$ cat config.mk
export PLATFORM = sky130hd
export DESIGN_NAME = psk31_varicode_byte_packer
export DESIGN_NICKNAME = d
export VERILOG_FILES = /design/src/rtl/core/pvbp_pkg.sv /design/src/rtl/core/psk31_varicode_byte_packer.sv /design/src/rtl/core/pvbp_front.sv /design/src/rtl/core/pvbp_cmd_fifo.sv /design/src/rtl/core/pvbp_back.sv
export SDC_FILE = /design/constraint.sdc
export NUM_CORES = 1
export LEC_CHECK = 0
export ABC_AREA = 0
export CAP_MARGIN = 20
export CORE_MARGIN = 2
export CORE_UTILIZATION = 30
export DETAILED_ROUTE_END_ITERATION = 8
export DONT_BUFFER_PORTS = 1
export GPL_TIMING_DRIVEN = 0
export PLACE_DENSITY = 0.45
export SLEW_MARGIN = 20
export SYNTH_ARGS = -nofsm -noshare
export SYNTH_HDL_FRONTEND = slang
export SYNTH_SLANG_ARGS = --single-unit
$ cat constraint.sdc
create_clock -name clk_i -period 4.6 [get_ports clk_i]
set_clock_uncertainty 0.05 [all_clocks]
set_input_delay 1.15 -clock clk_i [delete_from_list [all_inputs] [get_ports clk_i]]
set_output_delay 1.15 -clock clk_i [all_outputs]
set_load 0.05 [all_outputs]
$ cat src/rtl/core/pvbp_pkg.sv
// Shared types, constants and varicode lookup for the PSK31 varicode byte packer.
package pvbp_pkg;

  localparam int unsigned ByteCountBits = 13;
  localparam int unsigned CmdDepth      = 2;
  localparam int unsigned MaxTxWidth    = 16;
  localparam int unsigned PadWidth      = 14;
  localparam int unsigned SegWidth      = 12;
  localparam int unsigned SegLenWidth   = 4;

  localparam logic [6:0]          NewlineChar = 7'd10;
  // newline varicode followed by its two zero separator bits
  localparam logic [SegWidth-1:0] NewlineSeg  = 12'h074;
  localparam logic [SegLenWidth-1:0] NewlineLen = 4'd7;

  typedef struct packed {
    logic [6:0] character;
    logic       end_of_message;
  } in_item_t;

  typedef struct packed {
    logic [7:0]          byte_out;
    logic                burst_start;
    logic                burst_end;
    logic [PadWidth-1:0] pad_bytes;
  } out_item_t;

  // One accepted character, classified into the bit segments it adds to the stream.
  typedef struct packed {
    logic                   start;
    logic                   c0_vld;
    logic [SegWidth-1:0]    c0_seg;
    logic [SegLenWidth-1:0] c0_len;
    logic                   c1_vld;
    logic [SegWidth-1:0]    c1_seg;
    logic [SegLenWidth-1:0] c1_len;
    logic                   close;
    logic [PadWidth-1:0]    lim;
  } cmd_t;

  localparam logic [9:0] VariTab [128] = '{
    10'h2AB, 10'h2DB, 10'h2ED, 10'h377, 10'h2EB, 10'h35F, 10'h2EF, 10'h2FD,
    10'h2FF, 10'h0EF, 10'h01D, 10'h36F, 10'h2DD, 10'h01F, 10'h375, 10'h3AB,
    10'h2F7, 10'h2F5, 10'h3AD, 10'h3AF, 10'h35B, 10'h36B, 10'h36D, 10'h357,
    10'h37B, 10'h37D, 10'h3B7, 10'h355, 10'h35D, 10'h3BB, 10'h2FB, 10'h37F,
    10'h001, 10'h1FF, 10'h15F, 10'h1F5, 10'h1DB, 10'h2D5, 10'h2BB, 10'h17F,
    10'h0FB, 10'h0F7, 10'h16F, 10'h1DF, 10'h075, 10'h035, 10'h057, 10'h1AF,
    10'h0B7, 10'h0BD, 10'h0ED, 10'h0FF, 10'h177, 10'h15B, 10'h16B, 10'h1AD,
    10'h1AB, 10'h1B7, 10'h0F5, 10'h1BD, 10'h1ED, 10'h055, 10'h1D7, 10'h2AF,
    10'h2BD, 10'h07D, 10'h0EB, 10'h0AD, 10'h0B5, 10'h077, 10'h0DB, 10'h0FD,
    10'h155, 10'h07F, 10'h1FD, 10'h17D, 10'h0D7, 10'h0BB, 10'h0DD, 10'h0AB,
    10'h0D5, 10'h1DD, 10'h0AF, 10'h06F, 10'h06D, 10'h157, 10'h1B5, 10'h15D,
    10'h175, 10'h17B, 10'h2AD, 10'h1F7, 10'h1EF, 10'h1FB, 10'h2BF, 10'h16D,
    10'h2DF, 10'h00B, 10'h05F, 10'h02F, 10'h02D, 10'h003, 10'h03D, 10'h05B,
    10'h02B, 10'h00D, 10'h1EB, 10'h0BF, 10'h01B, 10'h03B, 10'h00F, 10'h007,
    10'h03F, 10'h1BF, 10'h015, 10'h017, 10'h005, 10'h037, 10'h07B, 10'h06B,
    10'h0DF, 10'h05D, 10'h1D5, 10'h2B7, 10'h1BB, 10'h2B5, 10'h2D7, 10'h3B5
  };

  // Varicode word with its two separator zeros appended.
  function automatic logic [SegWidth-1:0] vari_seg(input logic [6:0] c);
    vari_seg = {VariTab[c], 2'b00};
  endfunction

  // Segment length: top set bit of the word plus one, plus the separator.
  function automatic logic [SegLenWidth-1:0] vari_len(input logic [6:0] c);
    logic [9:0] code;
    logic [SegLenWidth-1:0] len;
    code = VariTab[c];
    len  = '0;
    for (int i = 0; i < 10; i++) begin
      if (code[i]) len = SegLenWidth'(i + 1);
    end
    vari_len = len + SegLenWidth'(2);
  endfunction

endpackage

$ cat src/rtl/core/psk31_varicode_byte_packer.sv
// Top level of the PSK31 varicode byte packer.
// Input queue port: characters with an end-of-message flag are transferred when
// push is high and full is low. Result queue port: the oldest byte sits on out_o
// while empty is low and is transferred when pop is high.
// Config port: cfg_data_i (target burst length in bits) is written on any cycle
// with cfg_valid_i high; cfg_ready_o is tied high. Write it only while idle.
// The front end classifies each character into a command of bit segments and
// queues it (two entries). The back end packs segments into bytes, one byte a
// cycle through a single output register while the receiver keeps up.
// No byte of a burst reaches out_o before the second character is transferred.
// Throughput: at most one byte per cycle. The back end loads one
// segment a cycle (lead-in, held character, character, newline, fill, closing
// byte) and holds a load back while a whole byte would still be buffered.
// Reset clears all state but the queue memory; the target length resets to zero.
// When the receiver stalls the output register holds, the back end stops, the
// command queue fills and full rises; nothing is dropped.
module psk31_varicode_byte_packer #(
  parameter int unsigned BYTE_COUNT_BITS = pvbp_pkg::ByteCountBits
) (
  input  logic                            clk_i,
  input  logic                            rst_ni,
  input  logic                            push,
  output logic                            full,
  input  pvbp_pkg::in_item_t              in_i,
  input  logic                            pop,
  output logic                            empty,
  output pvbp_pkg::out_item_t             out_o,
  input  logic                            cfg_valid_i,
  output logic                            cfg_ready_o,
  input  logic [pvbp_pkg::MaxTxWidth-1:0] cfg_data_i
);

  pvbp_pkg::cmd_t cmd_in, cmd_head;
  logic cmd_push, cmd_full, cmd_vld, cmd_pop;

  assign cfg_ready_o = 1'b1;
  assign full        = cmd_full;

  pvbp_front u_front (
    .clk_i       (clk_i),
    .rst_ni      (rst_ni),
    .push        (push),
    .in_i        (in_i),
    .cfg_valid_i (cfg_valid_i),
    .cfg_data_i  (cfg_data_i),
    .cmd_full_i  (cmd_full),
    .cmd_push_o  (cmd_push),
    .cmd_o       (cmd_in)
  );

  pvbp_cmd_fifo #(
    .Depth (pvbp_pkg::CmdDepth)
  ) u_fifo (
    .clk_i  (clk_i),
    .rst_ni (rst_ni),
    .push_i (cmd_push),
    .data_i (cmd_in),
    .full_o (cmd_full),
    .pop_i  (cmd_pop),
    .vld_o  (cmd_vld),
    .data_o (cmd_head)
  );

  pvbp_back #(
    .ByteCountBits (BYTE_COUNT_BITS)
  ) u_back (
    .clk_i     (clk_i),
    .rst_ni    (rst_ni),
    .cmd_vld_i (cmd_vld),
    .cmd_i     (cmd_head),
    .cmd_pop_o (cmd_pop),
    .pop       (pop),
    .empty     (empty),
    .out_o     (out_o)
  );

endmodule

$ cat src/rtl/core/pvbp_front.sv
// Front end: accepts characters, tracks message state and issues segment commands.
module pvbp_front (
  input  logic                                  clk_i,
  input  logic                                  rst_ni,
  input  logic                                  push,
  input  pvbp_pkg::in_item_t                    in_i,
  input  logic                                  cfg_valid_i,
  input  logic [pvbp_pkg::MaxTxWidth-1:0]       cfg_data_i,
  input  logic                                  cmd_full_i,
  output logic                                  cmd_push_o,
  output pvbp_pkg::cmd_t                        cmd_o
);

  logic [pvbp_pkg::MaxTxWidth-1:0] max_tx_q;
  logic [6:0] held_q, held_d;
  logic [1:0] seen_q, seen_d;
  logic       closed_q, closed_d;
  logic       accept;
  logic       closed_mid;

  assign accept = push && !cmd_full_i;

  always_comb begin
    held_d     = held_q;
    seen_d     = seen_q;
    closed_d   = closed_q;
    closed_mid = closed_q;
    cmd_push_o = 1'b0;
    cmd_o      = '0;
    cmd_o.lim  = pvbp_pkg::PadWidth'({1'b0, max_tx_q[pvbp_pkg::MaxTxWidth-1:3]})
                 + pvbp_pkg::PadWidth'(1);
    cmd_o.close = in_i.end_of_message;
    // held character enters the stream when the second one arrives
    cmd_o.start  = (seen_q == 2'd1);
    cmd_o.c0_seg = pvbp_pkg::vari_seg(held_q);
    cmd_o.c0_len = pvbp_pkg::vari_len(held_q);
    if (seen_q == 2'd1) begin
      if (held_q == pvbp_pkg::NewlineChar) begin
        closed_mid = 1'b1;
      end else begin
        cmd_o.c0_vld = 1'b1;
      end
    end
    cmd_o.c1_seg = pvbp_pkg::vari_seg(in_i.character);
    cmd_o.c1_len = pvbp_pkg::vari_len(in_i.character);
    if (!closed_mid) begin
      if (in_i.character == pvbp_pkg::NewlineChar) begin
        closed_mid = 1'b1;
      end else begin
        cmd_o.c1_vld = 1'b1;
      end
    end
    if (accept) begin
      if (seen_q == 2'd0) begin
        if (in_i.end_of_message) begin
          seen_d   = 2'd0;
          closed_d = 1'b0;
        end else begin
          held_d = in_i.character;
          seen_d = 2'd1;
        end
      end else begin
        cmd_push_o = 1'b1;
        if (in_i.end_of_message) begin
          seen_d   = 2'd0;
          closed_d = 1'b0;
        end else begin
          seen_d   = 2'd2;
          closed_d = closed_mid;
        end
      end
    end
  end

  always_ff @(posedge clk_i or negedge rst_ni) begin
    if (!rst_ni) begin
      max_tx_q <= '0;
      held_q   <= '0;
      seen_q   <= '0;
      closed_q <= 1'b0;
    end else begin
      if (cfg_valid_i) max_tx_q <= cfg_data_i;
      held_q   <= held_d;
      seen_q   <= seen_d;
      closed_q <= closed_d;
    end
  end

endmodule

$ cat src/rtl/core/pvbp_cmd_fifo.sv
// Short command queue between the front end and the byte packer.
module pvbp_cmd_fifo #(
  parameter int unsigned Depth = pvbp_pkg::CmdDepth
) (
  input  logic           clk_i,
  input  logic           rst_ni,
  input  logic           push_i,
  input  pvbp_pkg::cmd_t data_i,
  output logic           full_o,
  input  logic           pop_i,
  output logic           vld_o,
  output pvbp_pkg::cmd_t data_o
);

  localparam int unsigned PtrW = (Depth > 1) ? $clog2(Depth) : 1;
  localparam int unsigned CntW = $clog2(Depth + 1);

  pvbp_pkg::cmd_t mem_q [Depth];
  logic [PtrW-1:0] wr_q, rd_q;
  logic [CntW-1:0] cnt_q;
  logic            do_push, do_pop;

  assign full_o  = (cnt_q == CntW'(Depth));
  assign vld_o   = (cnt_q != '0);
  assign data_o  = mem_q[rd_q];
  assign do_push = push_i && !full_o;
  assign do_pop  = pop_i && vld_o;

  always_ff @(posedge clk_i) begin
    if (do_push) mem_q[wr_q] <= data_i;
  end

  always_ff @(posedge clk_i or negedge rst_ni) begin
    if (!rst_ni) begin
      wr_q  <= '0;
      rd_q  <= '0;
      cnt_q <= '0;
    end else begin
      if (do_push) wr_q <= (wr_q == PtrW'(Depth - 1)) ? '0 : wr_q + PtrW'(1);
      if (do_pop)  rd_q <= (rd_q == PtrW'(Depth - 1)) ? '0 : rd_q + PtrW'(1);
      if (do_push && !do_pop) begin
        cnt_q <= cnt_q + CntW'(1);
      end else if (do_pop && !do_push) begin
        cnt_q <= cnt_q - CntW'(1);
      end
    end
  end

endmodule

$ cat src/rtl/core/pvbp_back.sv
// Back end: appends command segments to the bit buffer; up to one byte out per cycle.
module pvbp_back #(
  parameter int unsigned ByteCountBits = pvbp_pkg::ByteCountBits
) (
  input  logic                clk_i,
  input  logic                rst_ni,
  input  logic                cmd_vld_i,
  input  pvbp_pkg::cmd_t      cmd_i,
  output logic                cmd_pop_o,
  input  logic                pop,
  output logic                empty,
  output pvbp_pkg::out_item_t out_o
);

  typedef enum logic [2:0] {
    PH_START, PH_C0, PH_C1, PH_NL, PH_FILL, PH_END
  } phase_e;

  localparam int unsigned WorkW = 19;
  localparam int unsigned CmpW  = 17;
  localparam logic [ByteCountBits-1:0] CntCap = '1;

  phase_e phase_q, phase_d, eff;
  logic   eff_vld, eff_last;

  logic [WorkW-1:0] work_q, work_d, rem_w;
  logic [4:0]       n_q, n_d, rem_n, sh;
  logic             end_ld_q, end_ld_d;
  logic [pvbp_pkg::PadWidth-1:0] lim_q, lim_d, pad;
  logic [ByteCountBits-1:0] cnt_q, cnt_d, cnt_inc;
  pvbp_pkg::out_item_t out_q, out_d;
  logic   out_vld_q, out_vld_d;
  logic   out_free, emit, load;
  logic [pvbp_pkg::SegWidth-1:0]    seg;
  logic [pvbp_pkg::SegLenWidth-1:0] seg_len;
  logic   seg_end;
  logic [CmpW-1:0] cnt_ext, lim_ext;

  assign out_free = !out_vld_q || pop;
  assign emit     = (n_q >= 5'd8) && out_free;
  assign sh       = n_q - 5'd8;
  assign rem_n    = emit ? sh : n_q;
  assign rem_w    = emit ? (work_q & ((WorkW'(1) << sh) - WorkW'(1))) : work_q;
  assign load     = cmd_vld_i && (rem_n < 5'd8);

  assign cnt_inc  = (cnt_q == CntCap) ? cnt_q : cnt_q + ByteCountBits'(1);
  assign cnt_ext  = CmpW'(cnt_inc);
  assign lim_ext  = CmpW'(lim_q);
  assign pad      = (cnt_ext >= lim_ext) ? '0 : pvbp_pkg::PadWidth'(lim_ext - cnt_ext);

  // first enabled segment at or after the current phase
  always_comb begin
    eff      = phase_q;
    eff_vld  = 1'b1;
    eff_last = 1'b0;
    priority if (phase_q <= PH_START && cmd_i.start) begin
      eff      = PH_START;
      eff_last = !(cmd_i.c0_vld || cmd_i.c1_vld || cmd_i.close);
    end else if (phase_q <= PH_C0 && cmd_i.c0_vld) begin
      eff      = PH_C0;
      eff_last = !(cmd_i.c1_vld || cmd_i.close);
    end else if (phase_q <= PH_C1 && cmd_i.c1_vld) begin
      eff      = PH_C1;
      eff_last = !cmd_i.close;
    end else if (phase_q <= PH_NL && cmd_i.close) begin
      eff      = PH_NL;
    end else if (phase_q == PH_FILL) begin
      eff      = PH_FILL;
      eff_last = (rem_n == 5'd0);
    end else if (phase_q == PH_END) begin
      eff      = PH_END;
      eff_last = 1'b1;
    end else begin
      eff_vld  = 1'b0;
      eff_last = 1'b1;
    end
  end

  always_comb begin
    seg     = '0;
    seg_len = pvbp_pkg::SegLenWidth'(8);
    seg_end = 1'b0;
    unique case (eff)
      PH_START: ;
      PH_C0: begin
        seg     = cmd_i.c0_seg;
        seg_len = cmd_i.c0_len;
      end
      PH_C1: begin
        seg     = cmd_i.c1_seg;
        seg_len = cmd_i.c1_len;
      end
      PH_NL: begin
        seg     = pvbp_pkg::NewlineSeg;
        seg_len = pvbp_pkg::NewlineLen;
      end
      PH_FILL: begin
        // byte aligned already: go straight to the closing zero byte
        if (rem_n == 5'd0) begin
          seg_end = 1'b1;
        end else begin
          seg_len = pvbp_pkg::SegLenWidth'(5'd8 - rem_n);
        end
      end
      PH_END: seg_end = 1'b1;
      default: ;
    endcase
    if (!eff_vld) seg_len = '0;
  end

  always_comb begin
    work_d    = rem_w;
    n_d       = rem_n;
    phase_d   = phase_q;
    end_ld_d  = emit ? 1'b0 : end_ld_q;
    lim_d     = lim_q;
    cmd_pop_o = 1'b0;
    cnt_d     = cnt_q;
    out_d     = out_q;
    out_vld_d = out_vld_q && !pop;
    if (emit) begin
      out_d.byte_out    = ~8'(work_q >> sh);
      out_d.burst_start = (cnt_q == '0);
      out_d.burst_end   = end_ld_q;
      out_d.pad_bytes   = end_ld_q ? pad : '0;
      out_vld_d         = 1'b1;
      cnt_d             = end_ld_q ? '0 : cnt_inc;
    end
    if (load) begin
      work_d = WorkW'(rem_w << seg_len) | WorkW'(seg);
      n_d    = rem_n + 5'(seg_len);
      if (seg_end) begin
        end_ld_d = 1'b1;
        lim_d    = cmd_i.lim;
      end
      if (eff_last) begin
        cmd_pop_o = 1'b1;
        phase_d   = PH_START;
      end else begin
        unique case (eff)
          PH_START: phase_d = PH_C0;
          PH_C0:    phase_d = PH_C1;
          PH_C1:    phase_d = PH_NL;
          PH_NL:    phase_d = PH_FILL;
          PH_FILL:  phase_d = PH_END;
          PH_END:   phase_d = PH_START;
          default:  phase_d = PH_START;
        endcase
      end
    end
  end

  assign empty = !out_vld_q;
  assign out_o = out_q;

  always_ff @(posedge clk_i or negedge rst_ni) begin
    if (!rst_ni) begin
      phase_q   <= PH_START;
      work_q    <= '0;
      n_q       <= '0;
      end_ld_q  <= 1'b0;
      lim_q     <= '0;
      cnt_q     <= '0;
      out_vld_q <= 1'b0;
      out_q     <= '0;
    end else begin
      phase_q   <= phase_d;
      work_q    <= work_d;
      n_q       <= n_d;
      end_ld_q  <= end_ld_d;
      lim_q     <= lim_d;
      cnt_q     <= cnt_d;
      out_vld_q <= out_vld_d;
      out_q     <= out_d;
    end
  end

endmodule

==> metrics.txt, run 1 <==
GRT Util Overall=19.97%; n_diodes=0; CTS Buffer Depth=2; most frequent cells in the layout=nand2_1 (177), o21ai_0 (126), a21oi_1 (121), nor2_1 (120), dfrtp_1 (102); Post-DRT Antenna Nets=0; Max Clk Rate=0.2271 GHz; Die H=224.8 µm; vias in the first global route=12960; worst r2r path cells=18; fill count=5010; reg-to-reg startpoint=u_back.cnt_q[8]; DR WL/cell=21.93 µm; final setup vio count=0; mapped cell area=14630 µm²; P_leak=0.006273 µW; CTS tree=yes; crit path kind=in -> reg; global-route wire length before repair=78.23 mm; GP Congestion=0.9647; DR vias=13480; switching power=6414 µW; sequence of cells on the critical path=inv_1 > ha_1 > clkbuf_1 > clkbuf_2 > nor2b_1 > a21oi_1 > a211oi_1 > a21oi_1 > o211ai_1 > o21ai_0 > nor2_1 > nand2_1 > a21o_1 > ha_1 > xnor2_1; total congestion overflow=0; RSZ-0062 raised after global routing=no; worst-path maximum fanout=10; P per Cell Area=767.9 nW/µm²; IO Pins=56; FF-to-FF setup slack=0.27 ns; switching share of total power=51.21%; hold buffer count at CTS=0; Max Cap Viol=0; antenna violations before repair=0; CP arrival=4.53 ns; clk root buf=clkbuf_16; Ys Warns=0; DPL Wire Length=37.74 mm; Clock transition at path regs=0.08 ns; # clock sinks=195; row count=80; commonest non-fill, non-tap cell in the layout=nand2_1; CP max-delay cell=a211oi_1; number of synthesized flops with an enable pin=88; Worst-Skew Late Latency=0.46 ns; # DRC=0; Cell Area, Placed=15470 µm²; Netlist cell types=93; number of H-tree levels=4; power share of the clock group=11.9%; post-route cell area=16310 µm²; Die Area=50550 µm²; Post-Syn Nets=1737; critical path required time=4.73 ns; Top FF cell, synth=dfrtp_1; nets=1767; largest net degree at the start of global routing=108; core area=47950 µm²; FFs w/ async S/R, synth=54.87%; crit path launch type=input pin; Reg2Reg Capture Point=u_back.out_o[10]; die width=224.8 µm; Comb power frac=64.9%; share of the cycle needed by the critical path after routing=95.71%; endpoints failing hold=0; share of power burned in registers=23.1%; layout cell share with drive strength beyond 1=9.965%; Hold Crit Class=in -> async; Slew Viols, Final=0; First-pass DRT Iterations=6; Cell Int Power=6110 µW; CP endpoint kind=flip-flop; syn avg cell area=8.850 µm²; Synth Instances=1653; outcome=completed; Starting DRT DRC Count=1531; register area share after synthesis=36.37%; post-layout min period=4.403 ns; worst vdd ir=0.0003337 V; routed vias/inst=5.832; area delta synth->final=11.49%; IO Port Bufs=0; initial core utilization=30.51%; Max stage delay on crit path=0.54 ns; drt total wl=50.69 mm; Final TNS setup=0 ns; worst-margin pin slew=0.9769 ns; slew margin rel.=34.32%; TritonCTS Buffers=17; flops & latches, synth=195
## flip-flops by register name, indices dropped and copies added (netlist names)
name              count
u_back.cnt_q         13
u_back.end_ld_q       1
u_back.lim_q         14
u_back.n_q            5
u_back.out_o         24
u_back.out_vld_q      1
u_back.phase_q        3
u_back.work_q        19
u_fifo.cnt_q          2
u_fifo.mem_q         88
u_fifo.rd_q           1
u_fifo.wr_q           1
u_front.closed_q      1
u_front.held_q        7
u_front.max_tx_q     13
u_front.seen_q        2
## power groups by stage
stage	combinational, µW	clock, µW	sequential (µW)
detailed placement	7760	0	2920
global placement	7860	0	2930
floorplan	5610	0	2800
global route	8850	1620	2950
finish	8130	1490	2900
CTS	7840	1540	2890
## cell type report
cell class	instances	area [µm²]	area share [%]
buffer	117	506.7	3.107
clock buffer	19	432.9	2.654
clock inverter	13	141.4	0.8669
inverter	52	207.7	1.273
multi-input combinational	1283	8778	53.82
sequential	195	5326	32.66
tap	615	769.5	4.718
timing repair buffer	17	146.4	0.8976
## critical path: cells and delay by family
family                   cells  cell delay, ns
AO/OA/AOI/OAI                6            1.28
XOR/XNOR                     1            0.14
adder cells (fa/ha/maj)      2            0.42
buffers and inverters        3            1.01
AND/OR/NAND/NOR              3            0.54
## kinds of logic after synthesis
group | Yosys count | share of synthesized area (%)
other | 1 | 0.02563
buffers and inverters | 175 | 4.790
AO/OA/AOI/OAI | 534 | 24.30
multiplexers | 128 | 10.31
XOR/XNOR | 51 | 3.053
AND/OR/NAND/NOR | 514 | 16.35
flip-flops | 195 | 36.37
adder cells (fa/ha/maj) | 55 | 4.807
## cells in the mapped netlist (33+ instances only)
cell type / number / area (µm²)
nand2_1: 178 / 668.1
o21ai_0: 127 / 635.6
a21oi_1: 123 / 615.6
nor2_1: 120 / 450.4
dfrtp_1: 107 / 2678
edfxtp_1: 88 / 2643
clkbuf_1: 87 / 326.6
mux2i_1: 84 / 840.8
nor3_1: 58 / 290.3
ha_1: 53 / 663.1
nand3_1: 44 / 220.2
inv_1: 43 / 161.4
xnor2_1: 33 / 289.0
## through the flow
step	util, %	std cells	hold slack [ns]	setup slack, ns	total power (µW)
after CTS	33.59	2300	0.3048	0.001043	12270
after detailed placement	32.26	2271	0.4334	-0.8735	10680
after global routing	34.02	2311	0.3002	0.01013	13420
after global placement	32.14	2268	0.4199	-1.005	10790
after floorplan	-	1653	0.3998	0.03403	8402
final	34.02	2311	0.3407	0.1973	12520
## routing by layer
metal / vias up / GRT usage [%] / wire [µm]
met2: 627 / 32.04 / 23220
met1: 6488 / 26.94 / 22400
met3: 128 / 3.475 / 3373
li1: 6234 / - / -
met5: - / 0 / 0
met4: 0 / 7.242 / 1692
## worst max-delay path by stage
stage,startpoint,endpoint,slack [ns],cells past startpoint
floorplan,u_back.cnt_q[6],u_back.out_o[10],0.03,20
global placement,u_back.n_q[1],u_back.work_q[15],-1.01,16
detailed placement,u_back.n_q[1],u_back.work_q[15],-0.87,16
CTS,u_back.cnt_q[0],u_back.out_o[10],0.001,18
global route,in_i[1],u_fifo.mem_q[0][18],0.01,15
finish,in_i[1],u_fifo.mem_q[0][18],0.20,15
## what timing repair did
action                                  CTS  global route
cloned                                    0             0
pin swaps                                 1             5
endpoints found under the setup margin   44            33
setup buffers                             2            12
resized for setup                        21            35
No activity file was read; power rests on OpenSTA's default activity.
==> run 2: changes to the inputs <==
--- a/config.mk
+++ b/config.mk
@@ -8,11 +8,12 @@
 export ABC_AREA = 0
 export CAP_MARGIN = 20
 export CORE_MARGIN = 2
-export CORE_UTILIZATION = 30
+export CORE_UTILIZATION = 59
 export DETAILED_ROUTE_END_ITERATION = 8
 export DONT_BUFFER_PORTS = 1
 export GPL_TIMING_DRIVEN = 0
-export PLACE_DENSITY = 0.45
+export PLACE_DENSITY = 0.78
+export REMOVE_ABC_BUFFERS = 1
 export SLEW_MARGIN = 20
 export SYNTH_ARGS = -nofsm -noshare
 export SYNTH_HDL_FRONTEND = slang
==> run 2 against run 1 <==
Effect of this change: fmax decreased by 0.46%; global-route usage grew 9.6 points; count of clock-buffer cells in the layout down 2; non-clock buffer count decreased by 110; final cell count decreased by 17%; critical path depth grew 3; register-to-register slack worse by 0.09 ns; via count is 4.8% lower; clock power up 7%; largest cell class unchanged; combinational power is 12% lower.
==> metrics.txt, run 2 (synthesized netlist as in run 1, its figures left out) <==
Hold Crit Class=in -> async (unchanged); GRT Util Overall=29.59% (was 19.97%); endpoints failing hold=0 (unchanged); row count=57 (was 80); crit path kind=reg -> reg (was in -> reg); Max Clk Rate=0.2261 GHz (was 0.2271 GHz); number of H-tree levels=4 (unchanged); worst vdd ir=0.0004851 V (was 0.0003337 V); CP max-delay cell=dfrtp_2 (was a211oi_1); initial core utilization=60.15% (was 30.51%); cell mode on critical path=nor3_4; sequence of cells on the critical path=and3_1 > nand2_1 > nor4_4 > nand2_2 > and4_1 > and3_4 > nand3_2 > xor2_2 > ha_1 > nand4_1 > a21oi_1 > nor3_4 > o21ai_0 > a31o_2 > a2111oi_4 > nor3_4 > buf_4 > a22o_1 (was inv_1 > ha_1 > clkbuf_1 > clkbuf_2 > nor2b_1 > a21oi_1 > a211oi_1 > a21oi_1 > o211ai_1 > o21ai_0 > nor2_1 > nand2_1 > a21o_1 > ha_1 > xnor2_1); IO Pins=56 (unchanged); GP Congestion=0.9689 (was 0.9647); Die Area=26070 µm² (was 50550 µm²); P per Cell Area=770.2 nW/µm² (was 767.9 nW/µm²); First-pass DRT Iterations=7 (was 6); CTS Buffer Depth=2 (unchanged); n_diodes=0 (unchanged); fill count=1946 (was 5010); clk root buf=clkbuf_16 (unchanged); DR vias=12840 (was 13480); routed vias/inst=6.713 (was 5.832); post-layout min period=4.423 ns (was 4.403 ns); IO Port Bufs=0 (unchanged); Max stage delay on crit path=0.42 ns (was 0.54 ns); global-route wire length before repair=62.31 mm (was 78.23 mm); layout cell share with drive strength beyond 1=10.26% (was 9.965%); worst-margin pin slew=1.128 ns (was 0.9769 ns); hold buffer count at CTS=0 (unchanged); Slew Viols, Final=0 (unchanged); most frequent cells in the layout=nand2_1 (177), o21ai_0 (127), a21oi_1 (121), nor2_1 (120), dfrtp_1 (96) (was nand2_1 (177), o21ai_0 (126), a21oi_1 (121), nor2_1 (120), dfrtp_1 (102)); drt total wl=39.25 mm (was 50.69 mm); Worst-Skew Late Latency=0.46 ns (about the same); # DRC=0 (unchanged); Die H=161.5 µm (was 224.8 µm); die width=161.5 µm (was 224.8 µm); share of the cycle needed by the critical path after routing=96.16% (was 95.71%); slew margin rel.=24.83% (was 34.32%); nets=1659 (was 1767); CP endpoint kind=flip-flop (unchanged); P_leak=0.006129 µW (was 0.006273 µW); outcome=completed (unchanged); vias in the first global route=11870 (was 12960); most flop-heavy register=u_fifo.mem_q (unchanged); # clock sinks=195 (unchanged); crit path launch type=flip-flop (was input pin); DP Cell Count=1864 (was 2271); area delta synth->final=6.774% (was 11.49%); worst-path maximum fanout=9 (was 10); max FFs per register=88 (unchanged); Final Power=12030 µW (was 12520 µW); core area=24320 µm² (was 47950 µm²); antenna violations before repair=0 (unchanged); largest net degree at the start of global routing=108 (unchanged); non-filler instance count after layout=1912 (was 2311); DPL Wire Length=26.64 mm (was 37.74 mm); hold_ws=0.3143 ns (was 0.3407 ns); Post-DRT Antenna Nets=0 (unchanged); reg-to-reg startpoint=u_back.cnt_q[8] (unchanged); Max Cap Viol=0 (unchanged); critical path required time=4.89 ns (was 4.73 ns); Starting DRT DRC Count=1594 (was 1531); Clock transition at path regs=0.10 ns (was 0.08 ns); final setup vio count=0 (unchanged); commonest non-fill, non-tap cell in the layout=nand2_1 (unchanged); DR WL/cell=20.53 µm (was 21.93 µm); total congestion overflow=0 (unchanged); CP arrival=4.71 ns (was 4.53 ns); TritonCTS Buffers=17 (unchanged); CTS tree=yes (unchanged); CP startpoint=u_back.cnt_q[8] (was in_i[1])
[run 2: changes by cell type in the layout (fill, tap and decap cells not counted), moves of 4 or more]
cell / previous run / this run
inv_6: 5 / 1
buf_12: 0 / 4
clkbuf_2: 8 / 0
buf_2: 7 / 0
buf_1: 18 / 0
clkbuf_1: 75 / 0
clkinv_8: 0 / 4
dfrtp_1: 102 / 96
[run 2: worst paths after layout]
kind	endpoint	slack, ns	cells after the start
min in group clk_i	u_back.lim_q[3]	0.44	2
worst max-delay path	u_back.out_o[2]	0.18	18
worst min-delay path	u_back.cnt_q[8]	0.31	0
worst max register to register	u_back.out_o[2]	0.18	18
worst min register to register	u_back.lim_q[3]	0.44	2
max in group asynchronous	u_back.n_q[3]	4.00	0
[run 2: cell type report]
| type | instances | area, µm² | area share [%] |
|---|---|---|---|
| clock buffer | 17 | 425.4 | 2.723 |
| clock inverter | 15 | 216.5 | 1.386 |
| inverter | 52 | 205.2 | 1.314 |
| multi-input combinational | 1285 | 8785 | 56.24 |
| sequential | 195 | 5341 | 34.20 |
| tap | 324 | 405.4 | 2.595 |
| timing repair buffer | 24 | 241.5 | 1.546 |
[run 2: stage by stage]
step | setup TNS, ns | area [µm²] | setup slack [ns] | utilization, %
2_1_floorplan | -12.48 | 14130 | -0.2748 | -
3_3_place_gp | -128.05 | 14530 | -1.745 | 59.76
3_5_place_dp | -17.56 | 14700 | -0.5690 | 60.44
4_1_cts | 0 | 15400 | 0.01360 | 63.33
5_1_grt | -0.1268 | 15620 | -0.03235 | 64.23
6_report | 0 | 15620 | 0.1767 | 64.23
[run 2: what timing repair did]
action | in CTS | in global routing
cloned | 0 | 2
pin swaps | 2 | 7
gates resized for setup | 17 | 19
setup endpoints to repair | 49 | 47
setup buffers | 1 | 13
endpoints found under the hold margin | 0 | 0
[run 2: per-layer routing]
| metal | global-route usage, % | routed length [µm] |
|---|---|---|
| met1 | 40.70 | 16710 |
| met2 | 47.47 | 18430 |
| met3 | 4.931 | 2870 |
| met4 | 10.51 | 1235 |
| met5 | 0 | 0 |
[run 2: power by group]
group	switching (µW)	total, µW	internal [µW]
logic	4390	7180	2800
registers	818	3240	2430
clock network	797	1600	806
total	6000	12000	6030
[run 2: critical path: cells and delay by family, from the launching register on]
family,cells,cell delay [ns]
simple gates,10,2.04
compound gates,5,1.07
flops,1,0.42
fa+ha+maj,1,0.32
xor+xnor,1,0.19
buf+inv,1,0.19
